### src/hw/rtl/eihc_pkg.sv
// eihc_pkg: types, codes and defaults shared by the header classifier files
// no dependencies; compiled first
`default_nettype none

package eihc_pkg;

    // default sizes
    localparam int HEADER_BYTES_DEF = 32;
    localparam int LENGTH_BITS_DEF  = 16;

    // the parse only ever looks at the first 32 bytes of a frame
    localparam int VIEW_BYTES = 32;

    // configuration port
    localparam int CFG_INDEX_BITS = 2;
    localparam int CFG_DATA_BITS  = 16;
    localparam logic [CFG_INDEX_BITS-1:0] CFG_MIN_FRAME_LENGTH = 2'd0;
    localparam logic [CFG_INDEX_BITS-1:0] CFG_MAX_FRAME_LENGTH = 2'd1;
    localparam logic [CFG_DATA_BITS-1:0]  MIN_FRAME_LENGTH_RST = 16'd60;
    localparam logic [CFG_DATA_BITS-1:0]  MAX_FRAME_LENGTH_RST = 16'd1514;

    // ethertypes
    localparam logic [15:0] ETYPE_QINQ = 16'h88A8;
    localparam logic [15:0] ETYPE_VLAN = 16'h8100;
    localparam logic [15:0] ETYPE_IPV4 = 16'h0800;
    localparam logic [15:0] ETYPE_IPV6 = 16'h86DD;
    localparam logic [15:0] ETYPE_ARP  = 16'h0806;

    // ip protocol numbers
    localparam logic [7:0] PROTO_ICMP = 8'd1;
    localparam logic [7:0] PROTO_TCP  = 8'd6;
    localparam logic [7:0] PROTO_UDP  = 8'd17;
    localparam logic [7:0] PROTO_FRAG = 8'd44;
    localparam logic [7:0] PROTO_ESP  = 8'd50;
    localparam logic [7:0] PROTO_AH   = 8'd51;

    // result codes
    localparam logic [1:0] L3_UNKNOWN = 2'd0;
    localparam logic [1:0] L3_IPV4    = 2'd1;
    localparam logic [1:0] L3_IPV6    = 2'd2;
    localparam logic [1:0] L3_ARP     = 2'd3;

    localparam logic [1:0] L4_NONE = 2'd0;
    localparam logic [1:0] L4_UDP  = 2'd1;
    localparam logic [1:0] L4_TCP  = 2'd2;
    localparam logic [1:0] L4_ICMP = 2'd3;

    localparam int FLAG_OPTIONS  = 0;
    localparam int FLAG_FRAGMENT = 1;
    localparam int FLAG_IPSEC    = 2;
    localparam int FLAG_IHL_ERR  = 3;

    localparam logic [7:0] ETH_HDR_LEN  = 8'd14;
    localparam logic [7:0] IPV4_HDR_LEN = 8'd20;
    localparam logic [7:0] IPV6_HDR_LEN = 8'd40;

    // first 32 header bytes, zero where not received
    typedef logic [VIEW_BYTES-1:0][7:0] hdr_view_t;

    typedef struct packed {
        logic        length_error;
        logic        jumbo;
        logic        l2_valid;
        logic [1:0]  vlan_tags;
        logic [1:0]  l3_kind;
        logic [7:0]  l3_hdr_offset;
        logic [3:0]  ip_flags;
        logic [1:0]  l4_kind;
        logic [7:0]  l4_hdr_offset;
        logic [15:0] frame_size;
    } result_t;

endpackage

`default_nettype wire

### src/hw/rtl/ethernet_ip_header_classifier.sv
// ethernet_ip_header_classifier: top level, frame byte input to one result per frame
// depends on eihc_pkg, eihc_store, eihc_parse
//
//   channel   | handshake            | payload
//   ----------+----------------------+---------------------------------------------
//   input     | in_valid / in_stall  | data_byte, last_byte
//   output    | out_valid / out_stall| length_error .. frame_size
//   config    | cfg_write            | cfg_index, cfg_data
//
// one byte a cycle unless in_stall holds the input; the last byte goes to the input register,
// then the result register loads it behind the store and parse logic
// reset clears the byte count, the valid bits and sets the length limits to defaults
// input stalls only while a finished result waits in the result register and the
// byte in the input register is a last byte
`default_nettype none

module ethernet_ip_header_classifier #(
    parameter int HEADER_BYTES = eihc_pkg::HEADER_BYTES_DEF,
    parameter int LENGTH_BITS  = eihc_pkg::LENGTH_BITS_DEF
) (
    input  wire logic                                 clk,
    input  wire logic                                 rst_n,

    input  wire logic                                 cfg_write,
    input  wire logic [eihc_pkg::CFG_INDEX_BITS-1:0]  cfg_index,
    input  wire logic [eihc_pkg::CFG_DATA_BITS-1:0]   cfg_data,

    input  wire logic                                 in_valid,
    output logic                                      in_stall,
    input  wire logic [7:0]                           data_byte,
    input  wire logic                                 last_byte,

    output logic                                      out_valid,
    input  wire logic                                 out_stall,
    output logic                                      length_error,
    output logic                                      jumbo,
    output logic                                      l2_valid,
    output logic [1:0]                                vlan_tags,
    output logic [1:0]                                l3_kind,
    output logic [7:0]                                l3_hdr_offset,
    output logic [3:0]                                ip_flags,
    output logic [1:0]                                l4_kind,
    output logic [7:0]                                l4_hdr_offset,
    output logic [15:0]                               frame_size
);

    logic [eihc_pkg::CFG_DATA_BITS-1:0] min_len_reg;
    logic [eihc_pkg::CFG_DATA_BITS-1:0] max_len_reg;
    logic [LENGTH_BITS-1:0]             byte_count_reg;

    logic                               s1_valid_reg;
    logic [7:0]                         s1_data_reg;
    logic                               s1_last_reg;
    logic [LENGTH_BITS-1:0]             s1_idx_reg;
    logic [LENGTH_BITS-1:0]             s1_len_reg;

    logic                               out_valid_reg;
    eihc_pkg::result_t                  out_result_reg;

    logic                               out_free;
    logic                               s1_move;
    logic                               in_accept;
    eihc_pkg::hdr_view_t                view;
    eihc_pkg::result_t                  result;

    assign out_free  = !out_valid_reg || !out_stall;
    assign s1_move   = s1_valid_reg && (!s1_last_reg || out_free);
    assign in_stall  = s1_valid_reg && !s1_move;
    assign in_accept = in_valid && !in_stall;

    always_ff @(posedge clk or negedge rst_n)
    begin
        if (!rst_n)
        begin
            min_len_reg <= eihc_pkg::MIN_FRAME_LENGTH_RST;
            max_len_reg <= eihc_pkg::MAX_FRAME_LENGTH_RST;
        end
        else if (cfg_write)
        begin
            unique case (cfg_index)
                eihc_pkg::CFG_MIN_FRAME_LENGTH: min_len_reg <= cfg_data;
                eihc_pkg::CFG_MAX_FRAME_LENGTH: max_len_reg <= cfg_data;
                default: ;
            endcase
        end
    end

    // byte count saturates, and the stored length is the count after this byte
    always_ff @(posedge clk or negedge rst_n)
    begin
        if (!rst_n)
        begin
            byte_count_reg <= '0;
            s1_valid_reg   <= 1'b0;
        end
        else
        begin
            if (in_accept)
            begin
                if (last_byte)
                begin
                    byte_count_reg <= '0;
                end
                else if (byte_count_reg != '1)
                begin
                    byte_count_reg <= byte_count_reg + 1'b1;
                end
                s1_valid_reg <= 1'b1;
            end
            else if (s1_move)
            begin
                s1_valid_reg <= 1'b0;
            end
        end
    end

    always_ff @(posedge clk)
    begin
        if (in_accept)
        begin
            s1_data_reg <= data_byte;
            s1_last_reg <= last_byte;
            s1_idx_reg  <= byte_count_reg;
            s1_len_reg  <= (byte_count_reg == '1) ? byte_count_reg : byte_count_reg + 1'b1;
        end
    end

    eihc_store #(
        .HEADER_BYTES (HEADER_BYTES),
        .LENGTH_BITS  (LENGTH_BITS)
    ) u_store (
        .clk     (clk),
        .wr_en   (s1_move),
        .wr_idx  (s1_idx_reg),
        .wr_data (s1_data_reg),
        .rd_len  (s1_len_reg),
        .view    (view)
    );

    eihc_parse #(
        .LENGTH_BITS (LENGTH_BITS)
    ) u_parse (
        .view        (view),
        .frame_bytes (s1_len_reg),
        .min_len     (min_len_reg),
        .max_len     (max_len_reg),
        .result      (result)
    );

    always_ff @(posedge clk or negedge rst_n)
    begin
        if (!rst_n)
        begin
            out_valid_reg <= 1'b0;
        end
        else if (s1_move && s1_last_reg)
        begin
            out_valid_reg <= 1'b1;
        end
        else if (!out_stall)
        begin
            out_valid_reg <= 1'b0;
        end
    end

    always_ff @(posedge clk)
    begin
        if (s1_move && s1_last_reg)
        begin
            out_result_reg <= result;
        end
    end

    assign out_valid     = out_valid_reg;
    assign length_error  = out_result_reg.length_error;
    assign jumbo         = out_result_reg.jumbo;
    assign l2_valid      = out_result_reg.l2_valid;
    assign vlan_tags     = out_result_reg.vlan_tags;
    assign l3_kind       = out_result_reg.l3_kind;
    assign l3_hdr_offset = out_result_reg.l3_hdr_offset;
    assign ip_flags      = out_result_reg.ip_flags;
    assign l4_kind       = out_result_reg.l4_kind;
    assign l4_hdr_offset = out_result_reg.l4_hdr_offset;
    assign frame_size    = out_result_reg.frame_size;

endmodule

`default_nettype wire

### src/hw/rtl/eihc_store.sv
// eihc_store: header byte store with a forwarded view of the first 32 bytes
// depends on eihc_pkg
`default_nettype none

module eihc_store #(
    parameter int HEADER_BYTES = eihc_pkg::HEADER_BYTES_DEF,
    parameter int LENGTH_BITS  = eihc_pkg::LENGTH_BITS_DEF
) (
    input  wire logic                   clk,
    input  wire logic                   wr_en,
    input  wire logic [LENGTH_BITS-1:0] wr_idx,
    input  wire logic [7:0]             wr_data,
    input  wire logic [LENGTH_BITS-1:0] rd_len,
    output eihc_pkg::hdr_view_t         view
);

    localparam int IDX_W = $clog2(HEADER_BYTES);

    logic [7:0] header_mem [HEADER_BYTES];

    always_ff @(posedge clk)
    begin
        if (wr_en && (wr_idx < LENGTH_BITS'(HEADER_BYTES)))
        begin
            header_mem[wr_idx[IDX_W-1:0]] <= wr_data;
        end
    end

    // the byte being written is forwarded, bytes past the frame read as zero
    always_comb
    begin
        for (int i = 0; i < eihc_pkg::VIEW_BYTES; i++)
        begin
            if (LENGTH_BITS'(i) >= rd_len)
            begin
                view[i] = 8'h00;
            end
            else if (wr_idx == LENGTH_BITS'(i))
            begin
                view[i] = wr_data;
            end
            else
            begin
                view[i] = header_mem[i];
            end
        end
    end

endmodule

`default_nettype wire

### src/hw/rtl/eihc_parse.sv
// eihc_parse: combinational classification of one frame from its header view
// depends on eihc_pkg
`default_nettype none

module eihc_parse #(
    parameter int LENGTH_BITS = eihc_pkg::LENGTH_BITS_DEF
) (
    input  wire eihc_pkg::hdr_view_t                   view,
    input  wire logic [LENGTH_BITS-1:0]                frame_bytes,
    input  wire logic [eihc_pkg::CFG_DATA_BITS-1:0]    min_len,
    input  wire logic [eihc_pkg::CFG_DATA_BITS-1:0]    max_len,
    output eihc_pkg::result_t                          result
);

    localparam int CMP_W = (LENGTH_BITS > 16) ? LENGTH_BITS : 16;

    // byte at offset k from the l3 header, for n tags in front of it
    function automatic logic [7:0] l3_byte(eihc_pkg::hdr_view_t v, logic [1:0] n, int k);
        logic [7:0] b;
        case (n)
            2'd0:    b = v[14 + k];
            2'd1:    b = v[18 + k];
            default: b = v[22 + k];
        endcase
        return b;
    endfunction

    logic [CMP_W-1:0] len_ext;
    logic             outer_tag;
    logic             inner_tag;
    logic [1:0]       n_tags;
    logic [15:0]      etype;
    logic [15:0]      frag;
    logic [7:0]       l3_first;
    logic [3:0]       ihl;
    logic [7:0]       proto;
    logic [7:0]       l3_off;
    logic [7:0]       hlen;
    logic [1:0]       l3_kind;
    logic [1:0]       l4_kind;
    logic [3:0]       flags;

    assign len_ext   = CMP_W'(frame_bytes);
    assign outer_tag = ({view[12], view[13]} == eihc_pkg::ETYPE_QINQ);
    assign inner_tag = outer_tag ? ({view[16], view[17]} == eihc_pkg::ETYPE_VLAN)
                                 : ({view[12], view[13]} == eihc_pkg::ETYPE_VLAN);
    assign n_tags    = {1'b0, outer_tag} + {1'b0, inner_tag};
    // ethertype sits two bytes ahead of the l3 header
    assign etype     = {l3_byte(view, n_tags, -2), l3_byte(view, n_tags, -1)};
    assign l3_off    = eihc_pkg::ETH_HDR_LEN + {4'd0, n_tags, 2'b00};
    assign l3_first  = l3_byte(view, n_tags, 0);
    assign ihl       = l3_first[3:0];
    assign frag      = {l3_byte(view, n_tags, 6), l3_byte(view, n_tags, 7)};

    always_comb
    begin
        l3_kind = eihc_pkg::L3_UNKNOWN;
        proto   = 8'd0;
        hlen    = 8'd0;
        flags   = 4'd0;
        if (etype == eihc_pkg::ETYPE_IPV4)
        begin
            l3_kind = eihc_pkg::L3_IPV4;
            if (ihl < 4'd5)
            begin
                flags[eihc_pkg::FLAG_IHL_ERR] = 1'b1;
            end
            else if (ihl > 4'd5)
            begin
                flags[eihc_pkg::FLAG_OPTIONS] = 1'b1;
            end
            else if ((frag & 16'h3FFF) != 16'd0)
            begin
                flags[eihc_pkg::FLAG_FRAGMENT] = 1'b1;
            end
            else if ((l3_byte(view, n_tags, 9) == eihc_pkg::PROTO_ESP) ||
                     (l3_byte(view, n_tags, 9) == eihc_pkg::PROTO_AH))
            begin
                flags[eihc_pkg::FLAG_IPSEC] = 1'b1;
            end
            else
            begin
                proto = l3_byte(view, n_tags, 9);
                hlen  = eihc_pkg::IPV4_HDR_LEN;
            end
        end
        else if (etype == eihc_pkg::ETYPE_IPV6)
        begin
            l3_kind = eihc_pkg::L3_IPV6;
            if ((l3_byte(view, n_tags, 6) == eihc_pkg::PROTO_ESP) ||
                (l3_byte(view, n_tags, 6) == eihc_pkg::PROTO_AH))
            begin
                flags[eihc_pkg::FLAG_OPTIONS] = 1'b1;
                flags[eihc_pkg::FLAG_IPSEC]   = 1'b1;
            end
            else if (l3_byte(view, n_tags, 6) == eihc_pkg::PROTO_FRAG)
            begin
                flags[eihc_pkg::FLAG_OPTIONS]  = 1'b1;
                flags[eihc_pkg::FLAG_FRAGMENT] = 1'b1;
            end
            else
            begin
                proto = l3_byte(view, n_tags, 6);
                hlen  = eihc_pkg::IPV6_HDR_LEN;
            end
        end
        else if (etype == eihc_pkg::ETYPE_ARP)
        begin
            l3_kind = eihc_pkg::L3_ARP;
        end

        case (proto)
            eihc_pkg::PROTO_UDP:  l4_kind = eihc_pkg::L4_UDP;
            eihc_pkg::PROTO_TCP:  l4_kind = eihc_pkg::L4_TCP;
            eihc_pkg::PROTO_ICMP: l4_kind = eihc_pkg::L4_ICMP;
            default:              l4_kind = eihc_pkg::L4_NONE;
        endcase
        // unknown next header on ipv6 counts as an extension
        if ((l4_kind == eihc_pkg::L4_NONE) && (l3_kind == eihc_pkg::L3_IPV6))
        begin
            flags[eihc_pkg::FLAG_OPTIONS] = 1'b1;
        end
    end

    always_comb
    begin
        result = '0;
        if (len_ext < CMP_W'(min_len))
        begin
            result.length_error = 1'b1;
        end
        else
        begin
            result.jumbo     = (len_ext > CMP_W'(max_len));
            result.l2_valid  = 1'b1;
            result.vlan_tags = {inner_tag, outer_tag};
            result.l3_kind   = l3_kind;
            result.ip_flags  = flags;
            result.l4_kind   = l4_kind;
            if ((l3_kind == eihc_pkg::L3_IPV4) || (l3_kind == eihc_pkg::L3_IPV6))
            begin
                result.l3_hdr_offset = l3_off;
            end
            if (l4_kind != eihc_pkg::L4_NONE)
            begin
                result.l4_hdr_offset = l3_off + hlen;
            end
            result.frame_size = (len_ext > CMP_W'(16'hFFFF)) ? 16'hFFFF : len_ext[15:0];
        end
    end

endmodule

`default_nettype wire

### config.mk
export PLATFORM = sky130hd
export DESIGN_NAME = ethernet_ip_header_classifier
export DESIGN_NICKNAME = d
export VERILOG_FILES = /design/src/hw/rtl/eihc_pkg.sv /design/src/hw/rtl/ethernet_ip_header_classifier.sv /design/src/hw/rtl/eihc_store.sv /design/src/hw/rtl/eihc_parse.sv
export SDC_FILE = /design/constraint.sdc
export NUM_CORES = 1
export LEC_CHECK = 0
export BUFFER_PORTS_ARGS = -buffer_cell sky130_fd_sc_hd__buf_2
export CAP_MARGIN = 20
export CORE_ASPECT_RATIO = 1.2
export CORE_UTILIZATION = 30
export DETAILED_ROUTE_END_ITERATION = 12
export MAX_ROUTING_LAYER = met4
export PLACE_DENSITY = 0.49
export SETUP_SLACK_MARGIN = 0.4
export SLEW_MARGIN = 20
export SYNTH_ARGS = -nofsm -noshare
export SYNTH_HDL_FRONTEND = slang
export SYNTH_HIERARCHICAL = 1
export SYNTH_SLANG_ARGS = --single-unit
export TNS_END_PERCENT = 5
### constraint.sdc
create_clock -name clk -period 16.75 [get_ports clk]
set_input_delay 1.675 -clock clk [delete_from_list [all_inputs] [get_ports clk]]
set_output_delay 1.675 -clock clk [all_outputs]
set_load 0.05 [all_outputs]
==> metrics.txt <==
status=complete, no violations; critical path startpoint category=register; Seq. cell area=approximately 7300 sq um; PostCTS Resize Cnt=0; H-tree lvl count=1; crit-path max FO=31; TritonRoute pass-1 iters=5; crit path kind=register to register; IR drop worst, VDD=between 0.00007 and 0.00008 V; Final Instance Count excl. Fillers=a little under 2000; number of buffers created by CTS=28; ANT nets after route=0; worst hold path class=register to register; commonest non-fill, non-tap cell in the layout=edfxtp_1; Pleak=around 5.6 nW; crit-path cells=nor4_1 -> nand3_1 -> a21oi_1 -> a21oi_1 -> or4_1 -> nor4_1 -> a32oi_1 -> ha_1 -> inv_1 -> o22ai_1 -> a2bb2oi_1 -> nand4bb_4 -> o32ai_1 -> or3b_1 -> a21boi_4 -> nor4_2; clock root buffer=clkbuf_16; Layout fillers=4708; Largest register FFs=116; Rel. slew slack=27.6%; Reg2Reg Capture Point=l4_hdr_offset[4]$_DFFE_PP_; gr ovfl total=0; maximum clock rate=approximately 0.13 GHz; HPWL after DPL=27500 um; Die Height=between 200 and 250 um; TritonCTS Sinks=252; via count=approximately 11000; Placed Cells=between 1500 and 2000; multi-input combinational cell area=around 5900 sq um; Hold Vio Cnt, Final=0; Final min period=between 7 and 8 ns; Skew-Pair Late Insertion Delay=0.57 ns; pin count of the biggest net entering global routing=54; Final period util=a little under half; clock-pin slew on the worst setup and hold paths=0.07 ns; clk buf depth=3; YS warnings=6; Least-Margin Pin Slew=between 1 and 1.5 ns; Synth Cell Area=14100 sq um; CTS Hold Buffers Added=0; Core ar.=46100 sq um; final WL=just over 40000 um; R2R Setup Slk=9.07 ns; First DRT Iteration DRCs=692; row count=86; total track usage=around 18%; FF-to-FF path depth=16; worst hold slack=0.505 ns; P&R area growth vs syn=11.7%; final slew viol count=0; die width=approximately 200 um; initial antenna violation count=0; element type at the critical path end=register; number of global-route vias before repair=10317; diodes inserted=0; Post-Syn Area per Cell=about 10 sq um; wire length per cell=20.6 um; Sum Neg Setup Slack=0 ns; Setup crit end=l4_hdr_offset[4]$_DFFE_PP_; WP data arrival=about 8 ns; io pins=between 70 and 80; Layout Skew=between 0.02 and 0.025 ns; Die Area=between 40000 and 50000 sq um; Worst path max stage delay=roughly 1.1 ns; max_cap viols=0; Cells after Synth=~1300; setup violators final=0; CTS tree=yes; nets=1406; Worst EP required=around 17 ns; Post-CTS Setup Bufs=0; share of cells above drive strength 1=17.3%; r2r startpoint=s1_len_reg[8]$_DFFE_PP_; Power per Cell Area=about 100 nW/um^2; RSZ-0062 raised after global routing=false; first-pass GRT wire length=roughly 62000 um; via/cell ratio=5.37; Placer Congestion=approximately 0.9; most frequent cells in the layout=edfxtp_1 (202), nand3_1 (120), o21ai_0 (110); port bufs=78; Critical Path Start=s1_len_reg[8]$_DFFE_PP_; CP max-delay cell=ha_1; initial core utilization=between 30 and 40%; Tot Pwr=around 0.0016 W; DRC=0
==> worst max-delay path, delay by kind of cell (launching register included) <==
kind            cells  cell delay [ns]
flops               1             0.44
buf+inv             1             0.42
compound gates      7             2.15
fa+ha+maj           1             1.05
simple gates        7             3.46
==> metrics by stage <==
step           util, %  setup slack, ns  instance area (sq um)
6_report          34.1             9.07                  15700
2_1_floorplan        -            11.11                  14100
3_3_place_gp      31.9             9.18                  14700
3_5_place_dp      31.9             9.01                  14700
4_1_cts           34.1             8.98                  15700
5_1_grt           34.1             8.39                  15700
==> power by group <==
part / switching, W / internal (W) / leakage (nW)
registers: 0.0000256 / 0.000718 / 2.50
clock network: 0.000259 / 0.000398 / 0.480
logic: 0.000118 / 0.0000579 / 2.61
==> final cells by class <==
class / instances / share of cell area, %
clock buffers: 38 / 5.36
clock inverters: 14 / 0.987
inverters: 51 / 1.22
multi-input cells: 901 / 37.3
flip-flops and latches: 252 / 46.7
well taps: 616 / 4.91
repair buffers: 100 / 3.54
==> per-layer routing <==
layer | part of all wire, % | global-route usage [%] | routed length (um)
met5 | 0 | - | 0
met4 | 3.9 | 6.87 | 1580
met3 | 4.1 | 1.64 | 1650
met2 | 50 | 29.8 | 20300
met1 | 42 | 21.5 | 17000
==> how the worst min path moves through the flow <==
stage                                       start                     endpoint  slack [ns]  cells after the start
floorplan           byte_count_reg[2]$_DFFE_PN0P_      s1_idx_reg[2]$_DFFE_PP_        0.42                      0
global placement      max_len_reg[15]$_DFFE_PN0P_  max_len_reg[15]$_DFFE_PN0P_        0.49                      1
detailed placement    max_len_reg[15]$_DFFE_PN0P_  max_len_reg[15]$_DFFE_PN0P_        0.49                      1
CTS                   max_len_reg[15]$_DFFE_PN0P_  max_len_reg[15]$_DFFE_PN0P_        0.51                      1
global route           min_len_reg[9]$_DFFE_PN0P_   min_len_reg[9]$_DFFE_PN0P_        0.52                      1
finish                max_len_reg[15]$_DFFE_PN0P_  max_len_reg[15]$_DFFE_PN0P_        0.51                      1
No activity file was read; power rests on OpenSTA's default activity.
